**config.mk**
```make
export PLATFORM = sky130hd
export DESIGN_NAME = sca_ctrl
export DESIGN_NICKNAME = d
export VERILOG_FILES = /design/src/rtl/core/sca_pkg.sv /design/src/rtl/core/sca_ctrl.sv
export SDC_FILE = /design/constraint.sdc
export NUM_CORES = 1
export LEC_CHECK = 0
export BUFFER_PORTS_ARGS = -buffer_cell sky130_fd_sc_hd__clkbuf_2
export CORE_AREA = 3 3 40 42
export CTS_BUF_LIST = sky130_fd_sc_hd__clkbuf_16
export CTS_CLUSTER_SIZE = 14
export DETAILED_ROUTE_END_ITERATION = 6
export DIE_AREA = 0 0 43 45
export GPL_ROUTABILITY_DRIVEN = 0
export PLACE_DENSITY = 0.69
export SLEW_MARGIN = 25
export SYNTH_ARGS = -nofsm -noshare
export SYNTH_HDL_FRONTEND = slang
export SYNTH_SLANG_ARGS = --single-unit
```
**constraint.sdc**
```tcl
create_clock -name clk_i -period 1.7 [get_ports clk_i]
set_clock_uncertainty 0.2 [all_clocks]
set_input_delay 0.255 -clock clk_i [delete_from_list [all_inputs] [get_ports clk_i]]
set_output_delay 0.255 -clock clk_i [all_outputs]
set_load 0.02 [all_outputs]
```
**src/rtl/core/sca_pkg.sv**
```systemverilog
// Shared types, codes and class tables of the slab allocator.
`timescale 1ns / 1ps
package sca_pkg;

  localparam int unsigned NumClasses = 19;
  localparam int unsigned NumZones   = 4;
  localparam int unsigned ItemIdxW   = 13;
  localparam logic [15:0] NoItem     = 16'hFFFF;
  localparam logic [23:0] MaxRequest = 24'd2097152;
  localparam logic        KindFree   = 1'b1;

  typedef enum logic [1:0] {
    STATUS_OK         = 2'd0,
    STATUS_NO_SPACE   = 2'd1,
    STATUS_TOO_LARGE  = 2'd2,
    STATUS_BAD_HANDLE = 2'd3
  } status_e;

  typedef enum logic [3:0] {
    S_IDLE, S_DECODE, S_SEC_RD, S_SEC_CHK, S_BLK_INIT, S_BLK_RD, S_BLK_CHK,
    S_LINK_RD, S_LINK_USE, S_TAKE, S_APP_RD, S_APP_W1, S_APP_W2, S_RESP
  } ctrl_state_e;

  typedef enum logic [3:0] {
    OP_NONE, OP_ACCEPT, OP_DECODE, OP_SEC_RD, OP_SEC_CHK, OP_BLK_INIT, OP_BLK_RD,
    OP_BLK_CHK, OP_LINK_RD, OP_LINK_USE, OP_TAKE, OP_APP_RD, OP_APP_W1, OP_APP_W2,
    OP_RESP
  } op_e;

  typedef struct packed {
    logic is_free;
    logic too_large;
    logic head_hit;
    logic act_hit;
    logic sec_avail;
    logic sec_ok;
    logic blk_ok;
    logic fh_hit;
    logic bump_ok;
    logic item_ok;
    logic was_full;
    logic ring_live;
    logic out_free;
  } dp_status_t;

  function automatic logic [1:0] class_zone(input logic [4:0] cls);
    logic [1:0] z;
    if (cls < 5'd12)      z = 2'd0;
    else if (cls < 5'd14) z = 2'd1;
    else if (cls < 5'd16) z = 2'd2;
    else                  z = 2'd3;
    return z;
  endfunction

  function automatic logic [4:0] zone_shift(input logic [1:0] z);
    logic [4:0] s;
    unique case (z)
      2'd0:    s = 5'd16;
      2'd1:    s = 5'd18;
      2'd2:    s = 5'd20;
      default: s = 5'd22;
    endcase
    return s;
  endfunction

  function automatic logic [13:0] items_per_block(input logic [4:0] cls);
    logic [4:0] sh;
    sh = zone_shift(class_zone(cls)) - cls - 5'd3;
    return 14'd1 << sh;
  endfunction

  // smallest class whose item size covers the request
  function automatic logic [4:0] size_class(input logic [23:0] sz);
    logic [4:0] c;
    c = 5'd18;
    for (int i = 18; i >= 0; i--) begin
      if ({1'b0, sz} <= (25'd8 << i)) c = 5'(i);
    end
    return c;
  endfunction

endpackage

```
**src/rtl/core/sca_ctrl.sv**
```systemverilog
// Request sequencer of the slab allocator.
`timescale 1ns / 1ps
module sca_ctrl
  import sca_pkg::*;
(
  input  logic       clk_i,
  input  logic       rst_ni,
  input  logic       in_valid_i,
  output logic       in_ready_o,
  input  dp_status_t status_i,
  output op_e        op_o
);

  ctrl_state_e state_q, state_d;

  always_ff @(posedge clk_i or negedge rst_ni) begin
    if (!rst_ni) state_q <= S_IDLE;
    else         state_q <= state_d;
  end

  always_comb begin
    state_d = state_q;
    unique case (state_q)
      S_IDLE:     if (in_valid_i) state_d = S_DECODE;
      S_DECODE: begin
        if (status_i.is_free)                          state_d = status_i.sec_ok ? S_SEC_RD : S_RESP;
        else if (status_i.too_large)                   state_d = S_RESP;
        else if (status_i.head_hit)                    state_d = S_BLK_RD;
        else if (status_i.act_hit || status_i.sec_avail) state_d = S_SEC_RD;
        else                                           state_d = S_RESP;
      end
      S_SEC_RD:   state_d = S_SEC_CHK;
      S_SEC_CHK: begin
        if (status_i.is_free) state_d = status_i.blk_ok ? S_BLK_RD : S_RESP;
        else                  state_d = S_BLK_INIT;
      end
      S_BLK_INIT: state_d = S_BLK_RD;
      S_BLK_RD:   state_d = S_BLK_CHK;
      S_BLK_CHK: begin
        if (status_i.is_free) begin
          state_d = (status_i.item_ok && status_i.was_full && status_i.ring_live)
                    ? S_APP_RD : S_RESP;
        end else if (status_i.fh_hit) state_d = S_LINK_RD;
        else if (status_i.bump_ok)    state_d = S_TAKE;
        else                          state_d = S_RESP;
      end
      S_LINK_RD:  state_d = S_LINK_USE;
      S_LINK_USE: state_d = S_TAKE;
      S_TAKE:     state_d = S_RESP;
      S_APP_RD:   state_d = S_APP_W1;
      S_APP_W1:   state_d = S_APP_W2;
      S_APP_W2:   state_d = S_RESP;
      S_RESP:     if (status_i.out_free) state_d = S_IDLE;
      default:    state_d = S_IDLE;
    endcase
  end

  always_comb begin
    in_ready_o = 1'b0;
    op_o       = OP_NONE;
    unique case (state_q)
      S_IDLE: begin
        in_ready_o = 1'b1;
        if (in_valid_i) op_o = OP_ACCEPT;
      end
      S_DECODE:   op_o = OP_DECODE;
      S_SEC_RD:   op_o = OP_SEC_RD;
      S_SEC_CHK:  op_o = OP_SEC_CHK;
      S_BLK_INIT: op_o = OP_BLK_INIT;
      S_BLK_RD:   op_o = OP_BLK_RD;
      S_BLK_CHK:  op_o = OP_BLK_CHK;
      S_LINK_RD:  op_o = OP_LINK_RD;
      S_LINK_USE: op_o = OP_LINK_USE;
      S_TAKE:     op_o = OP_TAKE;
      S_APP_RD:   op_o = OP_APP_RD;
      S_APP_W1:   op_o = OP_APP_W1;
      S_APP_W2:   op_o = OP_APP_W2;
      S_RESP:     op_o = OP_RESP;
      default:    op_o = OP_NONE;
    endcase
  end

endmodule

```
# After elaboration in Yosys (flattened, before gate mapping)
# Index checks and enable logic that the tools add are counted.
[op_classes] n_eq_ne=15 mux=17 reduce_logical=6
[ops] cell="4-bit one-hot mux with 14 select lines" n=1
[ops] cell="4-bit one-hot mux with 13 select lines" n=1
[ops] cell="4-bit two-way mux" n=11
[ops] cell="4-bit equality test (second input constant)" n=6
[ops] cell="4-bit by 3-bit equality test with 1-bit output (second input constant)" n=4
[ops] cell="4-bit by 2-bit equality test with 1-bit output (second input constant)" n=2
[ops] cell="3-bit two-way mux" n=2
[ops] cell="4-bit by 1-bit equality test with 1-bit output (second input constant)" n=1
[ops] cell="4-bit logical NOT" n=1
[ops] cell="2-bit inequality test (second input constant)" n=2
[ops] cell="1-bit logical AND" n=2
[ops] cell="1-bit two-way mux" n=2
[ops] cell="2-bit AND reduction" n=1
[ops] cell="2-bit OR reduction" n=1
[ops] cell="1-bit logical OR" n=1
[word_totals] regBits=4 elab_cells=39 inputBits=16

# Longest topological paths before layout
[logic_depth] word_depth=6 mapped_depth=5

# Worst setup path before layout
# No wires, ideal clock.
[synth_path] path_type="register to output" from="reg state_q[1]" to="out op_o[0]" path_stages_with_launch=4 t_arrival_ns=1.365 t_required_ns=1.245 slack_ns=-0.120 path_cell_list="dfrtp_1 -> clkbuf_1 -> nor4_1 -> a311oi_1"
[synth_between] elab_chain_cells=2 elab_cells_between_ends=15 classes_between="eq/ne: 13; mux: 1; reduce/logical: 1"
[synth_rtl] item="start: declaration" line="sca_ctrl.sv:14" rtl="ctrl_state_e state_q, state_d;"
[synth_rtl] item="start signal: assignment" line="sca_ctrl.sv:18" rtl="else state_q <= state_d;"
[synth_rtl] item="4-bit equality test, or another cell as far along" line="sca_ctrl.sv:61" rtl="unique case (state_q)"
[synth_rtl] item="4-bit one-hot mux with 14 select lines *" line="sca_ctrl.sv:61"
[synth_rtl] item="end: declaration" line="sca_ctrl.sv:11" rtl="output op_e op_o"
# Mark *: on every way between the ends. The rest lies on a longest branch, timed or not.

# Worst setup path in the final report
# Ends and elaborated chain as after synthesis.

==> results.ini <==
[global_route]
grt_max_degree = 15
gr-total-overflow = 0
antenna_found_initial = 0
grt_pass1_vias = 494
grt_usage_pct = 14.18
grt_pass1_wl_um = 2076

[cts]
h-tree-depth = 1
root_buffer = clkbuf_16
cts_sinks = 4
tritoncts = done
cts_max_path_buffers = 2
cts_buffers = 3
path_clk_slew_ps = 30
clock_latency_ps = 220

[yosys]
yosys-top-cells-area = dfrtp_1 22%, nand2_1 7.5%, a2111oi_4 6.1%
netlist_instances = 60
ys_types = 30
syn_avg_cell_area_um2 = 7.486
synth_seq_area_share_pct = 22.28
syn-cell-area_um2 = 449.2
netlist.area_leader.share_pct = 22.28
syn-num-nets = 76
ys_ff_latch = 4
ys_warn_count = 0
yosys.area.top_type = dfrtp_1

[floorplanning]
die_h_um = 45
initial_core_util_pct = 34.96
dieWidth_um = 43
rows = 13
coreArea_um2 = 1285
pin_count = 21
dieArea_um2 = 1935

[sta]
period_minus_slack_ps = 1688
finalMaxSlewViolations = 0
final.setup.tns_ps = 0
fin_crit_sh_pct = 99.31
hold_viol = 0
worst_slew_pin_slew_ps = 602.6
setup_violations = 0
grt_setup_unrepaired = yes
hold-worst-slack_ps = 97.35
slew_headroom_pct = 58.79
max_freq_mhz = 592.3

[power_and_ir_drop]
leakagePower_nw = 0.3209
ir_worst_vdd_mv = 0.6601
power_density_nw_per_um2 = 2026
power.total_mw = 1.435

[routing]
vias = 547
wl_per_cell_um = 12.39
wl_um = 1239
remaining_drc_errors = 0
final_antenna_net_count = 0
first_pass_iters = 4
vias_per_cell = 5.470
drt_iter0_drc = 19

[run]
cap_violations = 0

[critical_path]
r2r_end = state_q[1]
critPathKind = reg -> out
crit-reg2reg-launch = state_q[1]
crit_chain = nor4_2 > a311oi_2 > buf_4
max_stage_delay_ps = 450
r2r_cells = 4
required_ps = 1240
cp_slowest_cell = dfrtp_2
crit_fanout = 8
arrival_ps = 1230
r2r_setup_slack_ps = 90
start_kind = flip-flop
cp-end-kind = primary output

[final_layout]
fin_area_um2 = 708.2
area_growth_pct = 57.66
regMostFlops = state_q
final_cell_mix = 16 x clkbuf_2, 9 x nand2_1, 7 x buf_4
final-instance-count-excl-fill = 100
reg_top3 = state_q x4
largest_register_ffs = 4
insertedDiodeCount = 0
layout_commonest_cell = clkbuf_2
nNetsFinal = 103
drive_gt1_share_pct = 47.06

[placement]
hpwl_um = 984.3
postPlaceCellArea_um2 = 595.6
port_buffers = 20
dp.cells = 96

[worst_hold_path]
hp-start = status_i[11]
min_to = state_q[3]
hold_class = in -> reg
min_delay_path_depth = 3

[outcome]
status = complete, no violations

## through the flow
| step | worst slack [ps] | util [%] |
|---|---|---|
| 2_1_floorplan | 2.058 | - |
| 3_5_place_dp | 62.34 | 46.35 |
| 3_3_place_gp | 83.99 | 46.35 |
| 6_report | 11.80 | 55.11 |
| 5_1_grt | -31.38 | 55.11 |
| 4_1_cts | -10.81 | 54.92 |
## metal layers
metal / track usage (%) / part of all wire (%)
met2: 23.35 / 50
met4: 3.614 / 0
met5: 0 / 0
met1: 18.64 / 45
met3: 3.586 / 5.1
## cell usage after synthesis (all sizes together)
| cell | n |
|---|---|
| a2111oi | 2 |
| a211o | 1 |
| a211oi | 1 |
| a21o | 1 |
| a21oi | 3 |
| a22o | 1 |
| a311oi | 1 |
| a31oi | 2 |
| and3 | 1 |
| buf | 4 |
| clkbuf | 1 |
| dfrtp | 4 |
| inv | 2 |
| nand2 | 9 |
| nand2b | 2 |
| nand3 | 2 |
| nand4 | 2 |
| nor2 | 2 |
| nor2b | 2 |
| nor3 | 3 |
| nor3b | 1 |
| nor4 | 2 |
| o211ai | 1 |
| o21ai | 8 |
| o31ai | 1 |
| or3 | 1 |
## repair_timing
| item | CTS | global route |
|---|---|---|
| buffers inserted | 0 | 0 |
| gates resized for setup | 9 | 5 |
| hold endpoints to repair | 4 | 0 |
| hold buffers | 1 | 0 |
| endpoints found under the setup margin | 4 | 5 |
## power by group
group	total, mW	switching, mW	internal, mW
sequential	0.270	0.119	0.150
clock	0.367	0.0668	0.301
combinational	0.798	0.423	0.375
## logic make-up (layout without fill, tap and decap cells)
| kind of cell | Yosys count | after routing | share of synthesized area, % |
|---|---|---|---|
| and+or+nand+nor | 27 | 27 | 33.71 |
| buffers and inverters | 7 | 32 | 8.353 |
| AOI/OAI and AO/OA | 22 | 22 | 35.66 |
| DFF | 4 | 4 | 22.29 |
## worst max-delay path, delay by kind of cell, from the launching register on
kind	cells	cell delay (ps)
buf+inv	1	170
compound gates	1	70
flops	1	450
simple gates	1	310
## how the worst max path moves through the flow
stage | startpoint | endpoint | slack [ps] | cells past startpoint
6_report | state_q[1] | op_o[0] | 10 | 3
3_3_place_gp | state_q[1] | state_q[1] | 80 | 4
3_5_place_dp | state_q[0] | state_q[0] | 60 | 4
4_1_cts | state_q[1] | op_o[0] | -10 | 3
2_1_floorplan | state_q[1] | op_o[0] | 2 | 3
5_1_grt | state_q[1] | op_o[0] | -30 | 3
## cell type report
cell class                      count  area (um^2)
Multi-Input combinational cell     49        332.8
Tap cell                           15        18.77
Sequential cell                     4        103.9
Clock buffer                        3        75.07
Fill cell                         122        576.8
Inverter                            2        7.507
Timing Repair Buffer               27        170.2
(Power assumes the default switching activity.)
